==> src/hw/rtl/gbn_pkg.sv <==
package gbn_pkg;

  localparam int unsigned SEQ_W  = 32;
  localparam int unsigned TMR_W  = 16;
  localparam int unsigned WIN_W  = 5;
  localparam int unsigned RTY_W  = 8;
  localparam int unsigned DATA_W = 32;
  localparam int unsigned ADDR_W = 5;

  // Largest window the sender supports
  localparam logic [WIN_W-1:0] MAX_WIN = 5'd16;

  // Request opcodes
  localparam logic [1:0] OP_START = 2'd0;
  localparam logic [1:0] OP_ACK   = 2'd1;
  localparam logic [1:0] OP_TICK  = 2'd2;

  // Packet kinds
  localparam logic KIND_DATA = 1'b0;
  localparam logic KIND_FIN  = 1'b1;

  // Register indexes (byte address = 4 * index)
  localparam logic [2:0] REG_CHUNK_COUNT    = 3'd0;
  localparam logic [2:0] REG_INITIAL_WINDOW = 3'd1;
  localparam logic [2:0] REG_MIN_WINDOW     = 3'd2;
  localparam logic [2:0] REG_MAX_WINDOW     = 3'd3;
  localparam logic [2:0] REG_TIMEOUT_TICKS  = 3'd4;
  localparam logic [2:0] REG_MAX_RETRIES    = 3'd5;

  typedef enum logic [2:0] {
    PH_IDLE = 3'd0,
    PH_DATA = 3'd1,
    PH_FIN  = 3'd2,
    PH_DONE = 3'd3,
    PH_FAIL = 3'd4
  } phase_t;

  typedef struct packed {
    logic [1:0]       op;
    logic [SEQ_W-1:0] ack_seq;
  } in_req_t;

  typedef struct packed {
    logic             send_valid;
    logic             send_kind;
    logic [SEQ_W-1:0] send_seq;
    logic [2:0]       status;
    logic [WIN_W-1:0] window_now;
    logic             last;
  } out_req_t;

  typedef struct packed {
    logic [SEQ_W-1:0] chunk_count;
    logic [WIN_W-1:0] initial_window;
    logic [WIN_W-1:0] min_window;
    logic [WIN_W-1:0] max_window;
    logic [TMR_W-1:0] timeout_ticks;
    logic [RTY_W-1:0] max_retries;
  } cfg_t;

  typedef struct packed {
    logic capture;
    logic start_init;
    logic ack_clamp;
    logic ack_adv;
    logic fin_done;
    logic fail;
    logic fin_send;
    logic fin_enter;
    logic tick_inc;
    logic rexmit;
    logic fill_lim;
    logic fill_set;
    logic emit_data;
    logic emit_fin;
    logic emit_none;
  } dp_cmd_t;

  typedef struct packed {
    logic [1:0] op;
    phase_t     phase;
    logic       ack_ok;
    logic       ack_match;
    logic       adv;
    logic       expired;
    logic       retry_hit;
    logic       fin_ready;
    logic       have_send;
    logic       cur_last;
    logic       out_free;
  } dp_stat_t;

  function automatic logic [WIN_W-1:0] eff_max(input logic [WIN_W-1:0] m);
    logic [WIN_W-1:0] r;
    r = m;
    if (r == '0) r = WIN_W'(1);
    if (r > MAX_WIN) r = MAX_WIN;
    return r;
  endfunction

  function automatic logic [WIN_W-1:0] eff_min(input logic [WIN_W-1:0] m,
                                               input logic [WIN_W-1:0] hi);
    logic [WIN_W-1:0] r;
    r = m;
    if (r == '0) r = WIN_W'(1);
    if (r > hi) r = hi;
    return r;
  endfunction

  function automatic logic [WIN_W-1:0] start_win(input logic [WIN_W-1:0] w,
                                                 input logic [WIN_W-1:0] lo,
                                                 input logic [WIN_W-1:0] hi);
    logic [WIN_W-1:0] r;
    r = w;
    if (r < lo) r = lo;
    if (r > hi) r = hi;
    return r;
  endfunction

endpackage

==> src/hw/rtl/gbn_regs.sv <==
module gbn_regs (
  input  logic                         clk,
  input  logic                         rst,
  input  logic                         psel,
  input  logic                         penable,
  input  logic                         pwrite,
  input  logic [gbn_pkg::ADDR_W-1:0]   paddr,
  input  logic [gbn_pkg::DATA_W-1:0]   pwdata,
  output logic [gbn_pkg::DATA_W-1:0]   prdata,
  output logic                         pready,
  output gbn_pkg::cfg_t                cfg
);

  logic [2:0] idx;

  assign idx    = paddr[gbn_pkg::ADDR_W-1:2];
  assign pready = 1'b1;

  always_ff @(posedge clk) begin
    if (rst) begin
      cfg.chunk_count    <= '0;
      cfg.initial_window <= gbn_pkg::WIN_W'(4);
      cfg.min_window     <= gbn_pkg::WIN_W'(1);
      cfg.max_window     <= gbn_pkg::WIN_W'(16);
      cfg.timeout_ticks  <= gbn_pkg::TMR_W'(500);
      cfg.max_retries    <= gbn_pkg::RTY_W'(10);
    end else if (psel && penable && pwrite) begin
      case (idx)
        gbn_pkg::REG_CHUNK_COUNT:    cfg.chunk_count    <= pwdata[gbn_pkg::SEQ_W-1:0];
        gbn_pkg::REG_INITIAL_WINDOW: cfg.initial_window <= pwdata[gbn_pkg::WIN_W-1:0];
        gbn_pkg::REG_MIN_WINDOW:     cfg.min_window     <= pwdata[gbn_pkg::WIN_W-1:0];
        gbn_pkg::REG_MAX_WINDOW:     cfg.max_window     <= pwdata[gbn_pkg::WIN_W-1:0];
        gbn_pkg::REG_TIMEOUT_TICKS:  cfg.timeout_ticks  <= pwdata[gbn_pkg::TMR_W-1:0];
        gbn_pkg::REG_MAX_RETRIES:    cfg.max_retries    <= pwdata[gbn_pkg::RTY_W-1:0];
        default: ;
      endcase
    end
  end

  always_comb begin
    case (idx)
      gbn_pkg::REG_CHUNK_COUNT:    prdata = gbn_pkg::DATA_W'(cfg.chunk_count);
      gbn_pkg::REG_INITIAL_WINDOW: prdata = gbn_pkg::DATA_W'(cfg.initial_window);
      gbn_pkg::REG_MIN_WINDOW:     prdata = gbn_pkg::DATA_W'(cfg.min_window);
      gbn_pkg::REG_MAX_WINDOW:     prdata = gbn_pkg::DATA_W'(cfg.max_window);
      gbn_pkg::REG_TIMEOUT_TICKS:  prdata = gbn_pkg::DATA_W'(cfg.timeout_ticks);
      gbn_pkg::REG_MAX_RETRIES:    prdata = gbn_pkg::DATA_W'(cfg.max_retries);
      default:                     prdata = '0;
    endcase
  end

endmodule

==> src/hw/rtl/gbn_dp.sv <==
module gbn_dp (
  input  logic              clk,
  input  logic              rst,
  input  gbn_pkg::cfg_t     cfg,
  input  gbn_pkg::dp_cmd_t  cmd,
  output gbn_pkg::dp_stat_t stat,
  input  gbn_pkg::in_req_t  in_data,
  output logic              out_valid,
  input  logic              out_ready,
  output gbn_pkg::out_req_t out_data
);

  localparam int unsigned SW = gbn_pkg::SEQ_W;
  localparam int unsigned WW = gbn_pkg::WIN_W;
  localparam int unsigned TW = gbn_pkg::TMR_W;
  localparam int unsigned RW = gbn_pkg::RTY_W;

  // Sender state
  logic [SW-1:0]    base_seq;
  logic [SW-1:0]    next_seq;
  logic [WW-1:0]    window_size;
  logic [RW-1:0]    retry_count;
  logic             timer_running;
  logic [TW-1:0]    elapsed_ticks;
  gbn_pkg::phase_t  phase;

  // Work registers
  gbn_pkg::in_req_t req;
  logic [SW-1:0]    ack_cl;
  logic [SW-1:0]    cur;
  logic [SW-1:0]    lim;

  logic [WW-1:0]    eff_hi;
  logic [WW-1:0]    eff_lo;
  logic [SW:0]      win_sum;
  logic [SW-1:0]    lim_val;
  logic [SW-1:0]    ack_clamped;
  logic [WW:0]      win_inc;
  logic [WW-1:0]    win_grow;
  logic [WW-1:0]    win_shr;
  logic [WW-1:0]    win_half;
  logic [TW-1:0]    elapsed_inc;
  logic [SW-1:0]    cur_inc;
  logic             next_adv;
  logic             base_lt_next;
  logic             out_free;

  always_comb begin
    eff_hi      = gbn_pkg::eff_max(cfg.max_window);
    eff_lo      = gbn_pkg::eff_min(cfg.min_window, eff_hi);
    win_sum     = {1'b0, base_seq} + (SW+1)'(window_size);
    lim_val     = ({1'b0, cfg.chunk_count} < win_sum) ? cfg.chunk_count : win_sum[SW-1:0];
    ack_clamped = (req.ack_seq >= next_seq) ? (next_seq - SW'(1)) : req.ack_seq;
    win_inc     = {1'b0, window_size} + (WW+1)'(1);
    win_grow    = (win_inc > {1'b0, eff_hi}) ? eff_hi : win_inc[WW-1:0];
    win_shr     = window_size >> 1;
    win_half    = (win_shr < eff_lo) ? eff_lo : win_shr;
    elapsed_inc = (elapsed_ticks == '1) ? elapsed_ticks : (elapsed_ticks + TW'(1));
    cur_inc     = cur + SW'(1);
    next_adv    = next_seq < lim;
    base_lt_next = base_seq < next_seq;
    out_free    = !out_valid || out_ready;
  end

  always_comb begin
    stat.op        = req.op;
    stat.phase     = phase;
    stat.ack_ok    = (req.ack_seq != '1) && (next_seq != '0);
    stat.ack_match = req.ack_seq == cfg.chunk_count;
    stat.adv       = ack_cl >= base_seq;
    stat.expired   = timer_running && (elapsed_ticks >= cfg.timeout_ticks);
    stat.retry_hit = retry_count >= cfg.max_retries;
    stat.fin_ready = base_seq >= cfg.chunk_count;
    stat.have_send = cur < lim;
    stat.cur_last  = cur_inc == lim;
    stat.out_free  = out_free;
  end

  always_ff @(posedge clk) begin
    if (rst) begin
      base_seq      <= '0;
      next_seq      <= '0;
      window_size   <= WW'(1);
      retry_count   <= '0;
      timer_running <= 1'b0;
      elapsed_ticks <= '0;
      phase         <= gbn_pkg::PH_IDLE;
      out_valid     <= 1'b0;
    end else begin
      if (cmd.start_init) begin
        window_size   <= gbn_pkg::start_win(cfg.initial_window, eff_lo, eff_hi);
        base_seq      <= '0;
        next_seq      <= '0;
        retry_count   <= '0;
        timer_running <= 1'b0;
        elapsed_ticks <= '0;
        phase         <= gbn_pkg::PH_DATA;
      end
      if (cmd.ack_adv) begin
        base_seq      <= ack_cl + SW'(1);
        window_size   <= win_grow;
        retry_count   <= '0;
        timer_running <= 1'b0;
        elapsed_ticks <= '0;
      end
      if (cmd.fin_done) begin
        phase         <= gbn_pkg::PH_DONE;
        timer_running <= 1'b0;
      end
      if (cmd.fail) begin
        phase         <= gbn_pkg::PH_FAIL;
        timer_running <= 1'b0;
      end
      if (cmd.fin_send) begin
        retry_count   <= cmd.fin_enter ? RW'(1) : (retry_count + RW'(1));
        timer_running <= 1'b1;
        elapsed_ticks <= '0;
        if (cmd.fin_enter) phase <= gbn_pkg::PH_FIN;
      end
      if (cmd.tick_inc && timer_running) begin
        elapsed_ticks <= elapsed_inc;
      end
      if (cmd.rexmit) begin
        retry_count   <= retry_count + RW'(1);
        window_size   <= win_half;
        timer_running <= 1'b1;
        elapsed_ticks <= '0;
      end
      if (cmd.fill_set) begin
        if (next_adv) next_seq <= lim;
        if (!timer_running && (next_adv || base_lt_next)) begin
          timer_running <= 1'b1;
          elapsed_ticks <= '0;
        end
      end
      if (cmd.emit_data || cmd.emit_fin || cmd.emit_none) begin
        out_valid <= 1'b1;
      end else if (out_ready) begin
        out_valid <= 1'b0;
      end
    end
  end

  always_ff @(posedge clk) begin
    if (cmd.capture) req <= in_data;
    if (cmd.ack_clamp) ack_cl <= ack_clamped;
    if (cmd.fill_lim) begin
      lim <= lim_val;
      cur <= next_seq;
    end
    if (cmd.rexmit) begin
      cur <= base_seq;
      lim <= next_seq;
    end
    if (cmd.emit_data) begin
      cur                 <= cur_inc;
      out_data.send_valid <= 1'b1;
      out_data.send_kind  <= gbn_pkg::KIND_DATA;
      out_data.send_seq   <= cur;
      out_data.last       <= cur_inc == lim;
    end
    if (cmd.emit_fin) begin
      out_data.send_valid <= 1'b1;
      out_data.send_kind  <= gbn_pkg::KIND_FIN;
      out_data.send_seq   <= cfg.chunk_count;
      out_data.last       <= 1'b1;
    end
    if (cmd.emit_none) begin
      out_data.send_valid <= 1'b0;
      out_data.send_kind  <= gbn_pkg::KIND_DATA;
      out_data.send_seq   <= '0;
      out_data.last       <= 1'b1;
    end
    if (cmd.emit_data || cmd.emit_fin || cmd.emit_none) begin
      out_data.status     <= phase;
      out_data.window_now <= window_size;
    end
  end

endmodule

==> src/hw/rtl/gbn_ctrl.sv <==
module gbn_ctrl (
  input  logic              clk,
  input  logic              rst,
  input  logic              in_valid,
  output logic              in_ready,
  input  gbn_pkg::dp_stat_t stat,
  output gbn_pkg::dp_cmd_t  cmd
);

  typedef enum logic [8:0] {
    ST_IDLE      = 9'b000000001,
    ST_DECODE    = 9'b000000010,
    ST_ACK_CHK   = 9'b000000100,
    ST_TICK_CHK  = 9'b000001000,
    ST_FILL_LIM  = 9'b000010000,
    ST_FILL_SET  = 9'b000100000,
    ST_EMIT_RUN  = 9'b001000000,
    ST_EMIT_FIN  = 9'b010000000,
    ST_EMIT_NONE = 9'b100000000
  } state_t;

  state_t state;
  state_t state_next;

  assign in_ready = state == ST_IDLE;

  always_ff @(posedge clk) begin
    if (rst) begin
      state <= ST_IDLE;
    end else begin
      state <= state_next;
    end
  end

  always_comb begin
    cmd        = '0;
    state_next = state;
    case (state)
      ST_IDLE: begin
        if (in_valid) begin
          cmd.capture = 1'b1;
          state_next  = ST_DECODE;
        end
      end
      ST_DECODE: begin
        case (stat.op)
          gbn_pkg::OP_START: begin
            cmd.start_init = 1'b1;
            state_next     = ST_FILL_LIM;
          end
          gbn_pkg::OP_ACK: begin
            if (stat.phase == gbn_pkg::PH_DATA) begin
              if (stat.ack_ok) begin
                cmd.ack_clamp = 1'b1;
                state_next    = ST_ACK_CHK;
              end else begin
                state_next = ST_EMIT_NONE;
              end
            end else if (stat.phase == gbn_pkg::PH_FIN) begin
              if (stat.ack_match) begin
                cmd.fin_done = 1'b1;
                state_next   = ST_EMIT_NONE;
              end else if (stat.retry_hit) begin
                cmd.fail   = 1'b1;
                state_next = ST_EMIT_NONE;
              end else begin
                cmd.fin_send = 1'b1;
                state_next   = ST_EMIT_FIN;
              end
            end else begin
              state_next = ST_EMIT_NONE;
            end
          end
          gbn_pkg::OP_TICK: begin
            if (stat.phase == gbn_pkg::PH_DATA || stat.phase == gbn_pkg::PH_FIN) begin
              cmd.tick_inc = 1'b1;
              state_next   = ST_TICK_CHK;
            end else begin
              state_next = ST_EMIT_NONE;
            end
          end
          default: begin
            state_next = ST_EMIT_NONE;
          end
        endcase
      end
      ST_ACK_CHK: begin
        if (stat.adv) begin
          cmd.ack_adv = 1'b1;
          state_next  = ST_FILL_LIM;
        end else begin
          state_next = ST_EMIT_NONE;
        end
      end
      ST_TICK_CHK: begin
        if (!stat.expired) begin
          state_next = ST_EMIT_NONE;
        end else if (stat.retry_hit) begin
          cmd.fail   = 1'b1;
          state_next = ST_EMIT_NONE;
        end else if (stat.phase == gbn_pkg::PH_DATA) begin
          cmd.rexmit = 1'b1;
          state_next = ST_EMIT_RUN;
        end else begin
          cmd.fin_send = 1'b1;
          state_next   = ST_EMIT_FIN;
        end
      end
      ST_FILL_LIM: begin
        cmd.fill_lim = 1'b1;
        state_next   = ST_FILL_SET;
      end
      ST_FILL_SET: begin
        if (stat.fin_ready) begin
          cmd.fin_send  = 1'b1;
          cmd.fin_enter = 1'b1;
          state_next    = ST_EMIT_FIN;
        end else begin
          cmd.fill_set = 1'b1;
          state_next   = ST_EMIT_RUN;
        end
      end
      ST_EMIT_RUN: begin
        if (stat.out_free) begin
          if (stat.have_send) begin
            cmd.emit_data = 1'b1;
            if (stat.cur_last) state_next = ST_IDLE;
          end else begin
            cmd.emit_none = 1'b1;
            state_next    = ST_IDLE;
          end
        end
      end
      ST_EMIT_FIN: begin
        if (stat.out_free) begin
          cmd.emit_fin = 1'b1;
          state_next   = ST_IDLE;
        end
      end
      ST_EMIT_NONE: begin
        if (stat.out_free) begin
          cmd.emit_none = 1'b1;
          state_next    = ST_IDLE;
        end
      end
      default: begin
        state_next = ST_IDLE;
      end
    endcase
  end

endmodule

==> src/hw/rtl/go_back_n_sender_aimd_top.sv <==
// Go-Back-N sender with AIMD window: one request at a time, N results each (N = 1..16).
// After decode, a no-op or FIN-phase ACK goes straight to the emit step; a tick or a non-advancing
// ACK first passes its check step; a start passes the fill steps, an advancing ACK the ACK check
// and then the fill steps. A new request is taken only once the last result of the one before has
// been emitted; after the first, results come one per cycle while the output is not stalled.
// Reset (rst, synchronous): settings and state reset, the sender goes idle; out_data is not reset.
module go_back_n_sender_aimd_top (
  input  logic                         clk,
  input  logic                         rst,
  // Request channel
  input  logic                         in_valid,
  output logic                         in_ready,
  input  gbn_pkg::in_req_t             in_data,
  // Result channel
  output logic                         out_valid,
  input  logic                         out_ready,
  output gbn_pkg::out_req_t            out_data,
  // Register port
  input  logic                         psel,
  input  logic                         penable,
  input  logic                         pwrite,
  input  logic [gbn_pkg::ADDR_W-1:0]   paddr,
  input  logic [gbn_pkg::DATA_W-1:0]   pwdata,
  output logic [gbn_pkg::DATA_W-1:0]   prdata,
  output logic                         pready
);

  gbn_pkg::cfg_t     cfg;
  gbn_pkg::dp_cmd_t  cmd;
  gbn_pkg::dp_stat_t stat;

  // Hold transfer settings; write them only while the sender is quiet, which the block does not enforce.
  gbn_regs u_regs (
    .clk     (clk),
    .rst     (rst),
    .psel    (psel),
    .penable (penable),
    .pwrite  (pwrite),
    .paddr   (paddr),
    .pwdata  (pwdata),
    .prdata  (prdata),
    .pready  (pready),
    .cfg     (cfg)
  );

  // Sequence each request: decode, check the ACK or timer, size the window fill,
  // then step the send cursor once per accepted result.
  gbn_ctrl u_ctrl (
    .clk      (clk),
    .rst      (rst),
    .in_valid (in_valid),
    .in_ready (in_ready),
    .stat     (stat),
    .cmd      (cmd)
  );

  // Keep base/next sequence, window, retries and timer; drive the output register.
  // Status and window on every result reflect the state after the whole request.
  gbn_dp u_dp (
    .clk       (clk),
    .rst       (rst),
    .cfg       (cfg),
    .cmd       (cmd),
    .stat      (stat),
    .in_data   (in_data),
    .out_valid (out_valid),
    .out_ready (out_ready),
    .out_data  (out_data)
  );

endmodule
==> config.mk <==
export PLATFORM = sky130hd
export DESIGN_NAME = go_back_n_sender_aimd_top
export DESIGN_NICKNAME = d
export VERILOG_FILES = /design/src/hw/rtl/gbn_pkg.sv /design/src/hw/rtl/gbn_regs.sv /design/src/hw/rtl/gbn_dp.sv /design/src/hw/rtl/gbn_ctrl.sv /design/src/hw/rtl/go_back_n_sender_aimd_top.sv
export SDC_FILE = /design/constraint.sdc
export NUM_CORES = 1
export LEC_CHECK = 0
export ABC_AREA = 1
export ABC_CLOCK_PERIOD_IN_PS = 5200
export BUFFER_PORTS_ARGS = -buffer_cell sky130_fd_sc_hd__buf_4
export CORE_ASPECT_RATIO = 0.6
export CORE_MARGIN = 2
export CORE_UTILIZATION = 52
export CTS_CLUSTER_SIZE = 12
export DETAILED_ROUTE_END_ITERATION = 10
export PLACE_DENSITY_LB_ADDON = 0.3
export SLEW_MARGIN = 10
export SYNTH_ARGS = -nofsm -noshare
export SYNTH_HDL_FRONTEND = slang
export SYNTH_SLANG_ARGS = --single-unit
==> constraint.sdc <==
create_clock -name clk -period 5.2 [get_ports clk]
set_input_delay 0.52 -clock clk [delete_from_list [all_inputs] [get_ports clk]]
set_output_delay 0.52 -clock clk [all_outputs]
set_load 0.05 [all_outputs]
# Word-level counts from Yosys, hierarchy flattened
# Cells that the tools add are included.
[word_totals]
input_bits = 78
register_bits = 351
wordCells = 224
out_inout_bits = 78
[op_classes]
n_addsub = 7
n_reduce_logical = 34
n_lt_le_gt_ge = 15
mux = 116
n_eq_ne = 26
[ops]
columns = ["op", "n"]
rows = [
  ["32-bit two-way mux", 12],
  ["32-bit case mux with 6 select lines", 1],
  ["16-bit two-way mux", 8],
  ["9-bit two-way mux", 14],
  ["32-bit greater-or-equal comparator", 3],
  ["32-bit less-than comparator", 3],
  ["9-bit case mux with 8 select lines", 1],
  ["34-bit two-way mux", 2],
  ["5-bit two-way mux", 13],
  ["32-bit by 1-bit adder with 32-bit output, second input constant", 2],
  ["32-bit equality test", 2],
  ["8-bit two-way mux", 7],
  ["1-bit two-way mux", 42],
  ["32-bit by 5-bit adder with 33-bit output", 1],
  ["32-bit by 33-bit less-than comparator with 1-bit output", 1],
  ["32-bit != test, second input constant", 1],
  ["32-bit nonzero test", 1],
  ["32-bit by 1-bit subtractor with 32-bit output, second input constant", 1],
  ["9-bit case mux with 3 select lines", 1],
  ["3-bit two-way mux", 8],
  ["16-bit by 1-bit adder with 16-bit output, second input constant", 1],
  ["16-bit equality test, second input constant", 1],
  ["16-bit greater-or-equal comparator", 1],
  ["2-bit AND reduction", 6],
  ["other kinds (39)", 65],
]

# Longest topological paths before layout
[depth]
word_depth = 15
mapped_depth = 31
depth_no_buf = 31

# Modules after synthesis
# A second synthesis with hierarchy kept.
[unflattened]
cells_unflattened = 3904
area_unflattened_um2 = 26958.4
[modules_own_cells]
columns = ["mod", "seq_area_each_um2", "cells_each", "n_inst", "area_each_um2"]
rows = [
  ["gbn_dp", 6806.5, 3190, 1, 22516.6],
  ["gbn_regs", 1421.4, 565, 1, 3606.0],
  ["gbn_ctrl", 180.2, 149, 1, 835.8],
]

# Worst setup path before layout
# Ideal clock, no wire load.
[synth_path]
path_kind = "reg2reg"
startpoint = "register, netlist name u_regs.cfg[27]"
endpoint = "register u_dp.window_size[0]"
path_buffers = 0
setup_time_ps = 113
path_slack_ps = 613
arrival_ps = 4474
stages_incl_launch_ff = 31
path_cell_list = "dfxtp_1 > inv_1 > nand3_1 > o21ai_0 > nand2_1 > ha_1 > nand2_1 > nor2_1 > nand2_1 > nand3_1 > nand2_1 > o21ai_0 > ha_1 > a21oi_1 > nor2_1 > a211oi_1 > nand2_1 > nand2_1 > o21ai_1 > ha_1 > nand2_1 > nor2_1 > nand2_1 > a32oi_1 > inv_1 > nand3_1 > nand3_1 > nand3_1 > nand2_1 > nand2_1 > nand2_1"
[synth_between]
elab_chain_len = 15
[synth_lines]
columns = ["item", "line_no", "text"]
rows = [
  ["5-bit logical NOT", "gbn_pkg.sv:96", "if (r == '0) r = WIN_W'(1);"],
  ["5-bit two-way mux *", "gbn_pkg.sv:96", ""],
  ["5-bit > comparator", "gbn_pkg.sv:97", "if (r > MAX_WIN) r = MAX_WIN;"],
  ["5-bit two-way mux *", "gbn_pkg.sv:97", ""],
  ["5-bit > comparator", "gbn_pkg.sv:106", "if (r > hi) r = hi;"],
  ["5-bit two-way mux", "gbn_pkg.sv:106", ""],
  ["5-bit less-than comparator", "gbn_pkg.sv:115", "if (r < lo) r = lo;"],
  ["5-bit two-way mux", "gbn_pkg.sv:115", ""],
  ["5-bit two-way mux", "gbn_dp.sv:90", "if (cmd.start_init) begin"],
  ["5-bit two-way mux", "gbn_dp.sv:80", "if (rst) begin"],
  ["5-bit > comparator", "gbn_pkg.sv:116", "if (r > hi) r = hi;"],
  ["5-bit two-way mux", "gbn_pkg.sv:116", ""],
  ["5-bit two-way mux", "gbn_dp.sv:90", ""],
  ["5-bit two-way mux", "gbn_dp.sv:99", "if (cmd.ack_adv) begin"],
  ["5-bit two-way mux *", "gbn_dp.sv:123", "if (cmd.rexmit) begin"],
  ["to (signal assigned)", "gbn_dp.sv:91", "window_size <= gbn_pkg::start_win(cfg.initial_window, eff_lo, eff_hi);"],
  ["to (signal assigned)", "gbn_dp.sv:101", "window_size <= win_grow;"],
  ["to (signal assigned)", "gbn_dp.sv:125", "window_size <= win_half;"],
  ["to (decl)", "gbn_dp.sv:21", "logic [WW-1:0] window_size;"],
]
# Mark *: on every way between the ends. The rest lies on a longest branch, timed or not. The select of a mux whose other input is x is not followed.
# A chain may end at the register's enable or synchronous reset.

# Worst setup path after layout
[layout_path]
startpoint = "register u_dp.window_size[2]"
endpoint = "register u_dp.lim[25], data pin"
[layout_between]
elab_chain_len = 5
[layout_lines]
columns = ["item", "line_no", "text"]
rows = [
  ["32-bit by 5-bit adder with 33-bit output *", "gbn_dp.sv:51", "win_sum = {1'b0, base_seq} + (SW+1)'(window_size);"],
  ["32-bit by 33-bit less-than comparator with 1-bit output", "gbn_dp.sv:52", "lim_val = ({1'b0, cfg.chunk_count} < win_sum) ? cfg.chunk_count : win_sum[SW-1:0];"],
  ["32-bit two-way mux *", "gbn_dp.sv:52", ""],
  ["32-bit two-way mux *", "gbn_dp.sv:147", "if (cmd.fill_lim) begin"],
  ["32-bit two-way mux *", "gbn_dp.sv:151", "if (cmd.rexmit) begin"],
  ["to (signal assigned)", "gbn_dp.sv:148", "lim <= lim_val;"],
  ["to (signal assigned)", "gbn_dp.sv:153", "lim <= next_seq;"],
  ["to (decl)", "gbn_dp.sv:31", "logic [SW-1:0] lim;"],
]
# Marked as above.

==> results.tsv <==
metric	value	unit
clk_latency	0.57	ns
synth-edff-count	138	
setup_viol	0	
fmax	207	MHz
yosys.area.top_type_share	0.163	
clk_pin_slew_worst_paths	0.06	ns
met3_usage	0.102	
drv_slew	0	
cts_root_buf	clkbuf_16	
maxCapViolations	0	
maxSlewHeadroom	0.137	
multi_input_area	15700	um^2
min_path_cells	1	
vdd_drop_max	0.411	mV
synthXorXnorAreaFrac	0.0332	
row_count	63	
fin_nets	4159	
wirelength	96200	um
grtUsageMet1	0.566	
fin_setup_tns	0	ns
cts_tree	built	
final.min_clock_period	4.82	ns
synthAdderAreaFrac	0.134	
ys_seq_area_frac	0.322	
path_max_fanout	32	
max-clock-path-buffers	3	
nFillCells	4660	
io_pins	156	
globalRouteMet2Util	0.486	
critPathCaptureType	flop	
stdcell_count	4479	
reg2reg_depth	21	
cts_resized	0	
cts-buffers-inserted	39	
via_per_inst	5.98	
grt_pass1_wl	144000	um
syn-num-nets	4034	
synth_cell_types	57	
io_buffers	152	
diodes	0	
synth_flop_cell	dfxtp_1	
coreArea	49500	um^2
htreeDepth	2	
outcome	finished clean	
crit_arrival	5.13	ns
yosys_warnings	0	
firstDrtPassIters	6	
postSynthCellCount	3676	
synth_area	26100	um^2
dp_hpwl	75600	um
rsz0062_at_grt	false	
detail_route.wl_per_cell	21.5	um
worstPathRequired	5.50	ns
die-area	52100	um^2
ys_async_sr_fraction	0	
ctsHoldBuffers	0	
ff_latch_area	8410	um^2
vias	26800	
synth_compound_area_frac	0.151	
cp-start-kind	flop	
power_density	285	nW/um^2
die_h	178	um
busiest_layer	met1	
ant_nets	0	
min_path_type	primary input to flop	
gp_congestion	1.04	
synth-seq-cells	351	
clock_skew	0.0353	ns
hold_viol	0	
drive_above_1_share	0.0878	
synth-simple-area-share	0.281	
initial_core_util	0.528	
drtIter0Drc	3911	
synth.area.mux_share	0.000431	
synth_top_family_by_area	simple AND/OR/NAND/NOR gates	
antenna_found_initial	0	
p_leak	13.4	nW
die_x	293	um
grt_usage	0.364	
worst_pin_slew	1.28	ns
grt_max_degree	75	
synthToLayoutAreaGrowth	12.1	%
post_cts_buffers	0	
overflow	0	
yosysTopAreaCell	dfxtp_1	
crit_type	flop to flop	
grt_pass1_vias	23600	
synth_area_leaders	dfxtp_1 16%, edfxtp_1 16%, ha_1 13%	
drc	0	
period_share	0.927	
cts.sinks	351	
avgSynthCellArea	7.11	um^2
dp_cells	4410	
==> cells in the mapped netlist, drive strengths merged (43+ instances only) <==
| cell type | number |
|---|---|
| a21oi | 289 |
| clkbuf | 87 |
| dfxtp | 213 |
| edfxtp | 138 |
| ha | 279 |
| inv | 419 |
| nand2 | 769 |
| nand3 | 263 |
| nand4 | 81 |
| nor2 | 431 |
| nor3 | 81 |
| o21ai | 314 |
| o22ai | 43 |
| xor2 | 77 |
==> sequential cells by signal, indices dropped and copies added (netlist names), 2 cells and up <==
signal,cells
u_regs.cfg,71
u_dp.out_data,43
u_dp.ack_cl,32
u_dp.base_seq,32
u_dp.cur,32
u_dp.lim,32
u_dp.next_seq,32
u_dp.req,32
u_dp.elapsed_ticks,16
u_ctrl.state,9
u_dp.retry_count,8
u_dp.window_size,5
u_dp.phase,3
u_dp.stat,2
==> power by group <==
| part | internal [mW] | leakage [nW] | switching, mW |
|---|---|---|---|
| Sequential | 3.17 | 2.93 | 0.258 |
| Clock | 1.59 | 0.613 | 1.23 |
| Combinational | 0.639 | 9.83 | 1.47 |
==> layout by cell type (no fill, tap or decap), types with 43 or more instances in the layout <==
cell type / Yosys / layout
nor2_1: 410 / 409
nand3_1: 258 / 255
nand4_1: 81 / 81
o22ai_1: 43 / 43
a21oi_1: 288 / 288
edfxtp_1: 138 / 138
nor3_1: 70 / 69
buf_4: 4 / 198
ha_1: 279 / 279
o21ai_0: 298 / 295
xor2_1: 77 / 77
nand2_1: 755 / 755
inv_1: 412 / 411
dfxtp_1: 213 / 213
==> metal layers <==
metal  vias up  wire length (um)
li1      12700                 -
met1     12400             44300
met2      1561             36200
met3       135             13400
met4         0              2240
met5         -                 0
==> worst max-delay path, stage by stage (launching register included) <==
cell and delay (ns):
dfxtp_1 0.39, ha_1 0.40, a21oi_1 0.11, o21ai_0 0.16
a21oi_1 0.10, inv_1 0.13, nand2_1 0.15, nor3_1 0.37
nand2_1 0.23, nor2_1 0.21, nand3b_1 0.24, xor2_1 0.25
ha_1 0.33, nand4_1 0.22, nor3_2 0.36, a21boi_0 0.26
nor2_2 0.08, nand2_1 0.12, buf_12 0.20, nand2_1 0.08
nand3_1 0.08, nand2_1 0.06
==> metrics by stage <==
step | cell area, um^2 | setup WS, ns | power, mW | hold WS (ns) | util
after floorplan | 26100 | 0.613 | 4.80 | 0.431 | -
after global placement | 28000 | 0.475 | 5.51 | 0.447 | 0.566
after detailed placement | 28000 | 0.468 | 5.53 | 0.444 | 0.566
after CTS | 29300 | 0.442 | 8.32 | 0.122 | 0.592
after global routing | 29300 | 0.0556 | 8.67 | 0.122 | 0.592
final | 29300 | 0.378 | 8.36 | 0.129 | 0.592
==> final cells by class <==
cell class                 count  area share
clock buffer                  59      0.0394
clock inverter                10     0.00346
inverter                     423      0.0542
multi-input combinational   2786       0.536
sequential                   351       0.287
tap                          650      0.0278
timing repair buffer         200      0.0521
==> path summary, 6_finish.rpt <==
| path | endpoint | slack (ns) | from |
|---|---|---|---|
| worst max-delay path | u_dp.lim[25]$_DFFE_PP_ | 0.38 | u_dp.window_size[2]$_SDFFE_PP0P_ |
| worst min-delay path | u_dp.req[3]$_DFFE_PP_ | 0.13 | in_data[3] |
| worst max register to register | u_dp.lim[25]$_DFFE_PP_ | 0.38 | u_dp.window_size[2]$_SDFFE_PP0P_ |
| worst min register to register | u_dp.out_data[6]$_DFFE_PP_ | 0.47 | u_dp.phase[0]$_SDFF_PP0_ |
==> logic make-up after synthesis <==
| group | Yosys count |
|---|---|
| xor+xnor | 99 |
| other cells | 1 |
| fa+ha+maj | 280 |
| compound gates | 731 |
| simple gates | 1674 |
| flops | 351 |
| mux | 1 |
| buf+inv | 539 |
(Power assumes the default switching activity.)
